==> config.mk <==
export PLATFORM = sky130hd
export DESIGN_NAME = swept_box_collision_mover
export DESIGN_NICKNAME = d
export VERILOG_FILES = /design/src/rtl/sbm_pkg.sv /design/src/rtl/swept_box_collision_mover.sv
export VERILOG_INCLUDE_DIRS = /design/src /design/src/rtl
export SDC_FILE = /design/constraint.sdc
export NUM_CORES = 2
export LEC_CHECK = 0
export BUFFER_PORTS_ARGS = -buffer_cell sky130_fd_sc_hd__buf_4
export CAP_MARGIN = 0
export CORE_MARGIN = 2
export CORE_UTILIZATION = 55
export DETAILED_ROUTE_END_ITERATION = 12
export PLACE_DENSITY = 0.71
export SETUP_SLACK_MARGIN = 0.5
export SYNTH_ARGS = -nofsm -noshare
export SYNTH_HDL_FRONTEND = slang
export SYNTH_SLANG_ARGS = --single-unit
==> constraint.sdc <==
create_clock -name clk -period 16.35 [get_ports clk]
set_input_delay 0.8175 -clock clk [delete_from_list [all_inputs] [get_ports clk]]
set_output_delay 0.8175 -clock clk [all_outputs]
set_load 0.02 [all_outputs]
==> src/rtl/swept_box_collision_mover_macros.svh <==
// ---------------------------------------------------------------------------
// swept box mover assertion macros
// shared property wrappers for the rtl assertions
// ---------------------------------------------------------------------------
`ifndef SWEPT_BOX_COLLISION_MOVER_MACROS_SVH
`define SWEPT_BOX_COLLISION_MOVER_MACROS_SVH

// implication checked on every clock, off in reset
`define SBM_ASSERT_IMPL(lbl, clk_s, rstn_s, ante, cons) \
    lbl: assert property (@(posedge clk_s) disable iff (!rstn_s) (ante) |-> (cons)) \
        else $error("sbm assertion failed");

// next-cycle implication
`define SBM_ASSERT_NEXT(lbl, clk_s, rstn_s, ante, cons) \
    lbl: assert property (@(posedge clk_s) disable iff (!rstn_s) (ante) |=> (cons)) \
        else $error("sbm assertion failed");

`endif

==> src/rtl/sbm_pkg.sv <==
// ---------------------------------------------------------------------------
// sbm_pkg
// types and constants of the swept box mover
// ---------------------------------------------------------------------------
package sbm_pkg;

    localparam logic [1:0] OP_LOAD  = 2'd0;
    localparam logic [1:0] OP_CLEAR = 2'd1;
    localparam logic [1:0] OP_MOVE  = 2'd2;

    localparam logic REG_GRAVITY  = 1'b0;
    localparam logic REG_MAX_FALL = 1'b1;

    localparam logic [3:0] GRAVITY_RESET  = 4'd1;
    localparam logic [6:0] MAX_FALL_RESET = 7'd20;

    localparam int IN_W  = 88;
    localparam int OUT_W = 56;

    typedef enum logic [1:0]
    {
        DIR_RIGHT = 2'd0,
        DIR_LEFT  = 2'd1,
        DIR_UP    = 2'd2,
        DIR_DOWN  = 2'd3
    } dir_t;

    typedef struct packed
    {
        logic signed [15:0] x;
        logic signed [15:0] y;
        logic [10:0]        hw;
        logic [10:0]        hh;
    } sbox_t;

    typedef struct packed
    {
        logic signed [15:0] new_x;
        logic signed [15:0] new_y;
        logic signed [7:0]  new_vel_x;
        logic signed [7:0]  new_vel_y;
        logic               landed;
        logic               over_left_edge;
        logic               over_right_edge;
    } result_t;

    function automatic logic signed [15:0] sat16(input logic signed [19:0] v);
        if (v > 20'sd32767)
            return 16'sh7fff;
        else if (v < -20'sd32768)
            return 16'sh8000;
        else
            return v[15:0];
    endfunction

    function automatic logic signed [7:0] sat8(input logic signed [19:0] v);
        if (v > 20'sd127)
            return 8'sh7f;
        else if (v < -20'sd128)
            return 8'sh80;
        else
            return v[7:0];
    endfunction

endpackage

==> src/rtl/swept_box_collision_mover.sv <==
// ---------------------------------------------------------------------------
// swept_box_collision_mover
// box mover with a table of static boxes and four swept collision passes
// ---------------------------------------------------------------------------
// s_axis carries items: op 0 loads a static slot, op 1 clears it, op 2
// moves a box. load and clear give no result. a move adds gravity, then
// runs right, left, up and down sweeps; each sweep reads every table
// slot from a single-port memory, one per cycle. one move result leaves
// on m_axis.
// one item is worked on at a time; s_axis_tready is low while busy.
// the result waits in an output register while m_axis_tready is low and
// the block may take and finish the next load or clear meanwhile; a new
// move waits until the held result is taken.
// cfg writes (index 0 gravity_step, 1 max_fall_speed) are always accepted.
// reset empties the table through valid flops at once and restores the
// register defaults; no clearing pass is needed.
// ---------------------------------------------------------------------------
`include "swept_box_collision_mover_macros.svh"

module swept_box_collision_mover #(
    parameter int MAX_STATIC = 64
) (
    input  logic                    clk,
    input  logic                    rst_n,
    input  logic                    s_axis_tvalid,
    output logic                    s_axis_tready,
    // op[1:0] slot[7:2] pos_x[23:8] pos_y[39:24] box_width[51:40]
    // box_height[63:52] vel_x[71:64] vel_y[79:72] timed_projectile[80]
    input  logic [sbm_pkg::IN_W-1:0] s_axis_tdata,
    output logic                    m_axis_tvalid,
    input  logic                    m_axis_tready,
    // new_x[15:0] new_y[31:16] new_vel_x[39:32] new_vel_y[47:40]
    // landed[48] over_left_edge[49] over_right_edge[50]
    output logic [sbm_pkg::OUT_W-1:0] m_axis_tdata,
    input  logic                    cfg_valid,
    output logic                    cfg_ready,
    input  logic                    cfg_index,
    input  logic [6:0]              cfg_data
);
    import sbm_pkg::*;

    localparam int AW = (MAX_STATIC > 1) ? $clog2(MAX_STATIC) : 1;

    typedef enum logic [4:0]
    {
        ST_IDLE  = 5'b00001,
        ST_WRITE = 5'b00010,
        ST_SCAN  = 5'b00100,
        ST_APPLY = 5'b01000,
        ST_DONE  = 5'b10000
    } state_t;

    state_t state_reg, state_next;

    sbox_t                 mem [MAX_STATIC];
    logic [MAX_STATIC-1:0] valid_reg;
    sbox_t                 rd_data_reg;
    logic                  rd_valid_reg;
    logic [AW:0]           addr_reg;
    logic                  issue_done_reg;

    logic [3:0] gravity_reg;
    logic [6:0] max_fall_reg;

    logic [1:0]  op_in;
    logic [5:0]  slot_in;
    logic        slot_ok;
    logic [5:0]  slot_reg;
    logic        wr_load_reg;
    sbox_t       wr_box_reg;

    logic signed [15:0] mx_reg, my_reg;
    logic [10:0]        mhw_reg, mhh_reg;
    logic signed [7:0]  mvx_reg;
    logic signed [8:0]  mvy_reg;
    logic               timed_reg;
    logic               landed_reg, out_l_reg, out_r_reg;
    dir_t               dir_reg;
    logic signed [19:0] pm_reg;

    // per-sweep edges of the mover
    logic signed [19:0] rd, ld, td, dd, vx20, vy20;
    logic signed [19:0] ls, rs, ts, ds;
    logic               hit;
    logic signed [19:0] pm_hit;
    logic               active;
    logic signed [19:0] vy_g;
    logic signed [19:0] pm_fin, npos;

    result_t res_reg;
    logic    out_valid_reg;

    assign op_in   = s_axis_tdata[1:0];
    assign slot_in = s_axis_tdata[7:2];
    assign slot_ok = ({26'd0, slot_in} < 32'(MAX_STATIC));

    assign cfg_ready = 1'b1;

    always_ff @(posedge clk or negedge rst_n)
    begin
        if (!rst_n)
        begin
            gravity_reg  <= GRAVITY_RESET;
            max_fall_reg <= MAX_FALL_RESET;
        end
        else if (cfg_valid)
        begin
            if (cfg_index == REG_GRAVITY)
                gravity_reg <= cfg_data[3:0];
            else
                max_fall_reg <= cfg_data;
        end
    end

    assign s_axis_tready = (state_reg == ST_IDLE) &&
                           !(out_valid_reg && (op_in == OP_MOVE));

    always_comb
    begin
        rd   = 20'(mx_reg) + 20'(mhw_reg);
        ld   = 20'(mx_reg) - 20'(mhw_reg);
        td   = 20'(my_reg) - 20'(mhh_reg);
        dd   = 20'(my_reg) + 20'(mhh_reg);
        vx20 = 20'(mvx_reg);
        vy20 = 20'(mvy_reg);
        ls   = 20'(rd_data_reg.x) - 20'(rd_data_reg.hw);
        rs   = 20'(rd_data_reg.x) + 20'(rd_data_reg.hw);
        ts   = 20'(rd_data_reg.y) - 20'(rd_data_reg.hh);
        ds   = 20'(rd_data_reg.y) + 20'(rd_data_reg.hh);
        hit    = 1'b0;
        pm_hit = pm_reg;
        case (dir_reg)
            DIR_RIGHT:
            begin
                active = (mvx_reg > 8'sd0);
                hit = (rd + vx20 >= ls) && (rd <= ls) && (ts < dd) && (ds > td)
                      && (pm_reg >= ls - rd);
                pm_hit = timed_reg ? vx20 : ls - rd;
            end
            DIR_LEFT:
            begin
                active = (mvx_reg < 8'sd0);
                hit = (ld + vx20 <= rs) && (ld >= rs) && (ts < dd) && (ds > td)
                      && (pm_reg <= rs - ld);
                pm_hit = timed_reg ? vx20 : rs - ld;
            end
            DIR_UP:
            begin
                active = (mvy_reg < 9'sd0);
                hit = (td + vy20 <= ds) && (dd > ts) && (ld < rs) && (rd > ls)
                      && (pm_reg <= ds - td);
                pm_hit = timed_reg ? vy20 : ds - td;
            end
            DIR_DOWN:
            begin
                active = (mvy_reg > 9'sd0);
                hit = (dd + vy20 >= ts) && (td < ds) && (ld < rs) && (rd > ls)
                      && (pm_reg >= ts - dd);
                pm_hit = timed_reg ? vy20 : ts - dd;
            end
            default:
            begin
                active = 1'b0;
            end
        endcase
        hit = hit && active && rd_valid_reg;

        pm_fin = pm_reg;
        if ((dir_reg == DIR_DOWN) && (pm_reg < 20'sd0))
            pm_fin = 20'sd0;
        if ((dir_reg == DIR_RIGHT) || (dir_reg == DIR_LEFT))
            npos = 20'(mx_reg) + pm_fin;
        else
            npos = 20'(my_reg) + pm_fin;

        vy_g = 20'(signed'(s_axis_tdata[79:72])) + $signed({16'd0, gravity_reg});
        if (vy_g > $signed({13'd0, max_fall_reg}))
            vy_g = $signed({13'd0, max_fall_reg});
    end

    always_comb
    begin
        state_next = state_reg;
        case (state_reg)
            ST_IDLE:
                if (s_axis_tvalid && s_axis_tready)
                begin
                    if (((op_in == OP_LOAD) || (op_in == OP_CLEAR)) && slot_ok)
                        state_next = ST_WRITE;
                    else if (op_in == OP_MOVE)
                        state_next = ST_SCAN;
                end
            ST_WRITE:
                state_next = ST_IDLE;
            ST_SCAN:
                if (issue_done_reg && !rd_valid_reg)
                    state_next = ST_APPLY;
            ST_APPLY:
                if (dir_reg == DIR_DOWN)
                    state_next = ST_DONE;
                else
                    state_next = ST_SCAN;
            ST_DONE:
                state_next = ST_IDLE;
            default:
                state_next = ST_IDLE;
        endcase
    end

    always_ff @(posedge clk)
    begin
        if (state_reg == ST_WRITE)
            mem[AW'(slot_reg)] <= wr_box_reg;
        rd_data_reg <= mem[addr_reg[AW-1:0]];
    end

    always_ff @(posedge clk or negedge rst_n)
    begin
        if (!rst_n)
        begin
            state_reg      <= ST_IDLE;
            valid_reg      <= '0;
            rd_valid_reg   <= 1'b0;
            addr_reg       <= '0;
            issue_done_reg <= 1'b0;
            out_valid_reg  <= 1'b0;
            dir_reg        <= DIR_RIGHT;
        end
        else
        begin
            state_reg <= state_next;
            if (state_reg == ST_DONE)
                out_valid_reg <= 1'b1;
            else if (m_axis_tready)
                out_valid_reg <= 1'b0;
            rd_valid_reg <= (state_reg == ST_SCAN) && !issue_done_reg &&
                            valid_reg[addr_reg[AW-1:0]];
            case (state_reg)
                ST_IDLE:
                begin
                    addr_reg       <= '0;
                    issue_done_reg <= 1'b0;
                    dir_reg        <= DIR_RIGHT;
                end
                ST_WRITE:
                    valid_reg[AW'(slot_reg)] <= wr_load_reg;
                ST_SCAN:
                    if (!issue_done_reg)
                    begin
                        if (addr_reg == (AW+1)'(MAX_STATIC - 1))
                            issue_done_reg <= 1'b1;
                        else
                            addr_reg <= addr_reg + 1'b1;
                    end
                ST_APPLY:
                begin
                    addr_reg       <= '0;
                    issue_done_reg <= 1'b0;
                    dir_reg        <= dir_t'(dir_reg + 2'd1);
                end
                default:
                    ;
            endcase
        end
    end

    always_ff @(posedge clk)
    begin
        case (state_reg)
            ST_IDLE:
            begin
                slot_reg      <= slot_in;
                wr_load_reg   <= (op_in == OP_LOAD);
                wr_box_reg.x  <= s_axis_tdata[23:8];
                wr_box_reg.y  <= s_axis_tdata[39:24];
                wr_box_reg.hw <= s_axis_tdata[51:41];
                wr_box_reg.hh <= s_axis_tdata[63:53];
                mx_reg        <= s_axis_tdata[23:8];
                my_reg        <= s_axis_tdata[39:24];
                mhw_reg       <= s_axis_tdata[51:41];
                mhh_reg       <= s_axis_tdata[63:53];
                mvx_reg       <= s_axis_tdata[71:64];
                mvy_reg       <= vy_g[8:0];
                timed_reg     <= s_axis_tdata[80];
                landed_reg    <= 1'b0;
                out_l_reg     <= 1'b1;
                out_r_reg     <= 1'b1;
                pm_reg        <= 20'(signed'(s_axis_tdata[71:64]));
            end
            ST_SCAN:
                if (hit)
                begin
                    pm_reg <= pm_hit;
                    if (dir_reg == DIR_DOWN)
                    begin
                        landed_reg <= 1'b1;
                        if (rd <= rs)
                            out_r_reg <= 1'b0;
                        if (ld >= ls)
                            out_l_reg <= 1'b0;
                    end
                end
            ST_APPLY:
            begin
                if (active)
                begin
                    if ((dir_reg == DIR_RIGHT) || (dir_reg == DIR_LEFT))
                    begin
                        mx_reg  <= sat16(npos);
                        mvx_reg <= sat8(pm_fin);
                    end
                    else
                    begin
                        my_reg  <= sat16(npos);
                        mvy_reg <= 9'(sat8(pm_fin));
                    end
                end
                if (dir_reg == DIR_RIGHT)
                    pm_reg <= (active ? 20'(sat8(pm_fin)) : vx20);
                else if (dir_reg == DIR_LEFT)
                    pm_reg <= vy20;
                else if (active)
                    pm_reg <= 20'(sat8(pm_fin));
                else
                    pm_reg <= vy20;
            end
            ST_DONE:
            begin
                res_reg.new_x           <= mx_reg;
                res_reg.new_y           <= my_reg;
                res_reg.new_vel_x       <= mvx_reg;
                res_reg.new_vel_y       <= mvy_reg[7:0];
                res_reg.landed          <= landed_reg;
                res_reg.over_left_edge  <= out_l_reg;
                res_reg.over_right_edge <= out_r_reg;
            end
            default:
                ;
        endcase
    end

    assign m_axis_tvalid = out_valid_reg;
    assign m_axis_tdata  = {5'd0, res_reg.over_right_edge, res_reg.over_left_edge,
                            res_reg.landed, res_reg.new_vel_y, res_reg.new_vel_x,
                            res_reg.new_y, res_reg.new_x};

    `SBM_ASSERT_IMPL(a_busy_not_ready, clk, rst_n,
        state_reg != ST_IDLE, !s_axis_tready)
    `SBM_ASSERT_NEXT(a_done_gives_result, clk, rst_n,
        state_reg == ST_DONE, m_axis_tvalid)
    `SBM_ASSERT_IMPL(a_no_move_over_result, clk, rst_n,
        (state_reg == ST_DONE), !(out_valid_reg && !m_axis_tready))

endmodule

* Word level (Yosys, flattened, before mapping)
Memories as Yosys holds them, arrays and structs flattened. A register that Yosys moved wholly into a read port is not among the register bits.
Index checks and enable logic that the tools add are counted.
** Storage, ports and cells
- Register bits after elaboration :: 277
- Bits in writable memories :: 3456
- Input port bits :: 101
- Output and inout bits :: 59
- Word-level logic and storage cells :: 222
- Memories :: 1
** Memories
- mem :: words 64, width 54, read ports 1, clocked after Yosys merged registers in 1, wr ports 1, line swept_box_collision_mover.sv:55 : sbox_t mem [MAX_STATIC];
** Cells by class
- Add/subtract/negate cells :: 21
- Order comparisons :: 31
- Eq/ne operators :: 23
- Mux-type cells :: 65
- Bitwise gates (word level) :: 1
- Reductions and logical operators :: 49
** Operators with widths (number)
- $mux 20 :: 11
- $mux 16 :: 6
- $pmux 20 s4 :: 1
- $sub 17x17->18 :: 4
- $add 16x12->17 :: 4
- $sub 16x12->17 :: 4
- $bwmux 64 :: 1
- $pmux 16 s2 :: 2
- $pmux 20 s3 :: 1
- $gt 17x17->1 :: 3
- $lt 17x17->1 :: 3
- $add 16x20->20 :: 2
- $ge 20x20->1 :: 2
- $le 20x20->1 :: 2
- $add 17x8->18 :: 2
- $add 17x9->18 :: 2
- $ge 18x17->1 :: 2
- $le 18x17->1 :: 2
- $ge 17x17->1 :: 2
- $le 17x17->1 :: 2
- $mux 8 :: 4
- $mux 9 :: 3
- $logic_and 1x1->1 :: 26
- $mux 5 :: 5
- other kinds (47) :: 94

* Depth between registers and ports, before layout
- Depth after elaboration :: 12
- Mapped depth :: 31
- Gate-level depth less buffers :: 31

* Worst setup path after synthesis
OpenSTA, ideal clock, no wires.
- Path kind :: register to register
- From :: reg mhh_reg[0]
- To :: reg pm_reg[0] (enable)
- Setup time :: 0.392 ns
- Data arrival time :: 7.060 ns
- Required time :: 15.958 ns
- Slack :: 8.897 ns
- Stages on the path, launching flop included :: 30
- Buffers on the path :: 0
- Period minus slack after synthesis :: 7.453 ns
- Cell sequence :: edfxtp_1 -> ha_1 -> fa_1 -> nor2b_1 -> o21ai_0 -> a21boi_0 -> o21ai_0 -> a21oi_1 -> o21ai_0 -> a21oi_1 -> a21oi_1 -> xor2_1 -> ha_1 -> a211o_1 -> or3_1 -> o31ai_1 -> o21bai_1 -> a31oi_1 -> nor2b_1 -> xor2_1 -> ha_1 -> nand3_1 -> nor3_1 -> o211ai_1 -> a31o_2 -> a31oi_1 -> nand4_1 -> o41ai_1 -> a2111oi_4 -> nor2_1
** On the way
- Cells in the longest elaborated chain, start to end :: 12
- Elaborated cells between the ends (all ways) :: 33
- Those cells by class :: add/sub: 6; order compare: 8; eq/ne: 1; mux: 1; reduce/logical: 17
** RTL lines
- start, declared :: line swept_box_collision_mover.sv:73 : logic [10:0] mhw_reg, mhh_reg;
- start signal, assigned :: line swept_box_collision_mover.sv:281 : mhh_reg <= s_axis_tdata[63:53];
- $add 16x12->17 / $sub 16x12->17 (equally long branches) :: line swept_box_collision_mover.sv:123, swept_box_collision_mover.sv:122
- $add 17x9->18, on equally long branches :: line swept_box_collision_mover.sv:157, swept_box_collision_mover.sv:150
- $ge 18x17->1 / $le 18x17->1 (equally long branches) :: line swept_box_collision_mover.sv:157, swept_box_collision_mover.sv:150
- $logic_and 1x1->1, on equally long branches (3 in series) :: line swept_box_collision_mover.sv:157, swept_box_collision_mover.sv:150
- $logic_and 1x1->1, on equally long branches :: line swept_box_collision_mover.sv:158, swept_box_collision_mover.sv:151
- $pmux 1 s4 (*) :: line swept_box_collision_mover.sv:132 : case (dir_reg)
- $logic_and 1x1->1 (*) (2 in series) :: line swept_box_collision_mover.sv:166 : hit = hit && active && rd_valid_reg;
- $ne 2x2->1 (no line) (*)
- $reduce_and 2->1 (no line) (*)
- end signal, assigned :: line swept_box_collision_mover.sv:288 : pm_reg <= 20'(signed'(s_axis_tdata[71:64]));
- end signal, assigned :: line swept_box_collision_mover.sv:293 : pm_reg <= pm_hit;
- end signal, assigned :: line swept_box_collision_mover.sv:319 : pm_reg <= (active ? 20'(sat8(pm_fin)) : vx20);
- end, declared :: line swept_box_collision_mover.sv:79 : logic signed [19:0] pm_reg;
Every way passes the cells marked *; elsewhere a longest branch is shown, timed or not.
A chain may end at the register's enable or synchronous reset.

* Final worst setup path
- From :: reg mhh_reg[2]
- To :: reg pm_reg[10] (enable)
The elaborated chain is that of the path after synthesis.

==> metrics.md <==
| Metric | Value |
|---|---|
| Status | complete, no violations |
| Layout fillers | 19,900 |
| RSZ-0062 raised after global routing | false |
| Ys flop type | edfxtp_1 |
| Max Cap Viol | 0 |
| Syn_area_per_cell | about 20 µm² |
| Required time of the critical path | about 17 ns |
| I/O pin count | 160 |
| CP startpoint kind | flip-flop |
| H-tree depth | 5 |
| FP Rows | 198 |
| Worst Path Buf+Inv | 3 |
| Crit path max fanout | between 60 and 70 |
| First-pass GRT wire length | 648 mm |
| Die area | 297,000 µm² |
| Synthesized cell area | around 160,000 µm² |
| Final setup violation count | 0 |
| Slew Viols, Final | 0 |
| Worst Skew | 0.0774 ns |
| Post-Syn Instances | 8,241 |
| Slowest CP cell | buf_4 |
| Via count | 86,300 |
| Clock slew at reported path FFs | roughly 0.060 ns |
| CTS resizes | 0 |
| Placed wire-length estimate | approximately 270 mm |
| Register area share after synthesis | 70.0% |
| Post-DR vias/cell | about 6.7 |
| Async SR Flop Fraction | under 10% |
| Number of synthesized flops with an enable pin | about 3,600 |
| Drt pass-1 iters | 6 |
| Syn-to-layout area delta | 12.2% |
| Initial Util | between 50% and 60% |
| Largest net degree at the start of global routing | 142 |
| DR iter-0 viols | 13,000 |
| Max Clock Freq | approximately 0.12 GHz |
| YS warnings | 0 |
| Largest register FFs | ~3,500 |
| Share of cells above drive strength 1 | about 25% |
| Number of synthesized register bits | about 3,800 |
| CTS Buf Count | around 380 |
| Max-Slew Margin vs Limit | a little over an eighth |
| Multi-input gate area | 46,100 µm² |
| Antenna violations before repair | 34 |
| Die Ht | between 500 and 600 µm |
| Global Route Usage Sum | 31.5% |
| Final period utilization | 51.3% |
| Die width | approximately 540 µm |
| IO Port Bufs | 144 |
| Min Tclk post-route | about 8.4 ns |
| CTS Sinks | between 3,000 and 4,000 |
| Cell variety after synth | 96 |
| Slew @ Worst Pin | ~1.3 ns |
| GRT overflow | 0 |
| Post-Route WL | 466 mm |
| Root Buffer | clkbuf_16 |
| Core Area | 291,000 µm² |
| Hold Violations, Final | 0 |
| CP peak stage delay | roughly 0.61 ns |
| Crit Path Class | flip-flop to flip-flop |
| HP Class | input pin to flip-flop |
| Layout net count | slightly above 9,000 |
| TritonCTS clock tree | yes |
| Bufs on Longest Clock Path | 4 |
| Antenna Nets Post-Route | 0 |
| Routability cong. | 0.956 |
| Worst skew pair latency | 0.98 ns |
| Worst path top cell family by delay | compound AO/OA/AOI/OAI gates |
| Avg WL per Cell | 36.0 µm |
| Number of global-route vias before repair | 84,900 |
| DR DRC count | 0 |
| Register area | about 110,000 µm² |
| Fin Setup TNS | 0 ns |
| Worst setup EP type | flip-flop |
| CP arrival | 9.02 ns |
[routing by layer]
layer / GRT usage, % / up-vias / share of wire (%)
met5: 0 / - / 0.011
met4: 14.9 / 8 / 5.4
met3: 6.07 / 941 / 11
met2: 49.8 / 5448 / 48
met1: 42.8 / 45200 / 36
li1: - / 34700 / -
[cell type report]
type / instances / share of cell area (%)
Antenna cell: 46 / 0.0638
Clock buffer: 485 / 5.65
Clock inverter: 218 / 1.26
Inverter: 286 / 0.596
Multi-Input combinational cell: 3820 / 25.6
Sequential cell: 3785 / 62.5
Tap cell: 3900 / 2.71
Timing Repair Buffer: 389 / 1.70
[worst reg2reg max path, delay by kind of cell (launching register included)]
| family | cells | cell delay (ns) |
|---|---|---|
| flip-flops | 1 | 0.32 |
| AO/OA/AOI/OAI | 16 | 3.90 |
| XOR/XNOR | 2 | 0.28 |
| adder cells (fa/ha/maj) | 3 | 0.97 |
| AND/OR/NAND/NOR | 7 | 1.45 |
| buffers and inverters | 3 | 1.14 |
[logic make-up (layout without fill, tap and decap cells)]
group	after synthesis	count (layout)	synth area share (%)
AND/OR/NAND/NOR	1005	1005	3.03
flip-flops	3785	3785	70.0
other	2	52	0.00467
XOR/XNOR	254	254	1.38
buffers and inverters	640	1378	1.62
AO/OA/AOI/OAI	853	853	3.47
adder cells (fa/ha/maj)	459	459	3.65
multiplexers	1243	1243	16.8
[cell usage after synthesis (9+ instances only)]
cell,number,area (µm²)
a2111oi_0,12,105
a211o_1,10,87.6
a211oi_1,33,248
a21o_1,91,683
a21oi_1,255,1280
a221oi_1,10,87.6
a31oi_1,44,275
and2_1,36,225
and3_1,40,250
buf_1,42,158
buf_2,99,495
clkbuf_1,199,747
dfrtp_1,88,2200
dfxtp_1,54,1080
edfxtp_1,3639,109000
fa_1,18,360
ha_1,441,5520
inv_1,283,1060
mux2_2,81,912
mux4_2,1155,26000
nand2_1,260,976
nand2b_1,45,282
nand3_1,98,490
nand3b_1,18,135
nand4_1,44,275
nor2_1,262,983
nor2b_1,61,382
nor3_1,61,305
nor3b_1,10,75.1
nor4_1,12,75.1
o2111ai_1,15,131
o211ai_1,23,173
o21a_1,31,233
o21ai_0,163,816
o21bai_1,27,203
o22ai_1,9,56.3
o31ai_1,19,143
or2_2,15,93.8
or3_1,18,113
xnor2_1,166,1450
xor2_1,88,771
[placed cells by master, fill, tap and decap left out, types with 40 or more instances in the layout]
master / instances
nor2_1: 198
nand4_1: 44
and3_1: 40
xnor2_1: 166
o21ai_0: 163
nor2_4: 64
a21o_1: 91
a31oi_1: 44
clkbuf_1: 79
dfrtp_1: 82
dfxtp_1: 54
nor3_1: 61
nand3_1: 98
a21oi_1: 255
mux2_2: 81
inv_1: 283
clkinv_1: 68
edfxtp_1: 3639
nand2b_1: 45
xor2_1: 88
nand2_1: 260
clkbuf_16: 382
nor2b_1: 61
ha_1: 441
clkinv_2: 69
diode_2: 46
buf_4: 369
mux4_2: 1155
[worst paths after layout]
kind	from	endpoint	slack, ns	cells past startpoint
min	s_axis_tdata[58]	mhh_reg[5]	0.05	1
max reg2reg	mhh_reg[2]	pm_reg[10]	7.97	31
min in group asynchronous	rst_n	max_fall_reg[6]	0.34	2
max in group asynchronous	rst_n	addr_reg[0]	14.60	3
max	mhh_reg[2]	pm_reg[10]	7.97	31
min reg2reg	landed_reg	m_axis_tdata[48]	0.44	0
[per-stage QoR]
stage	setup WS, ns	utilization (%)	cell area (µm²)	std cells	hold slack [ns]
after floorplan	8.90	-	161000	8245	0.400
after global placement	8.30	57.7	168000	12200	0.421
after detailed placement	8.08	57.7	168000	12200	0.421
after CTS	8.08	62.0	180000	12900	0.000923
after global routing	7.45	62.0	180000	12900	0.0277
final	7.97	62.0	180000	12900	0.0504
[what timing repair did]
item,4_1_cts,5_1_grt
hold endpoints to repair,29,0
hold buffers,11,0
setup buffers,0,0
Power is left out: the tool's default activity adds up to more than one toggle a clock period on the data nets, which glitch-free logic cannot reach.
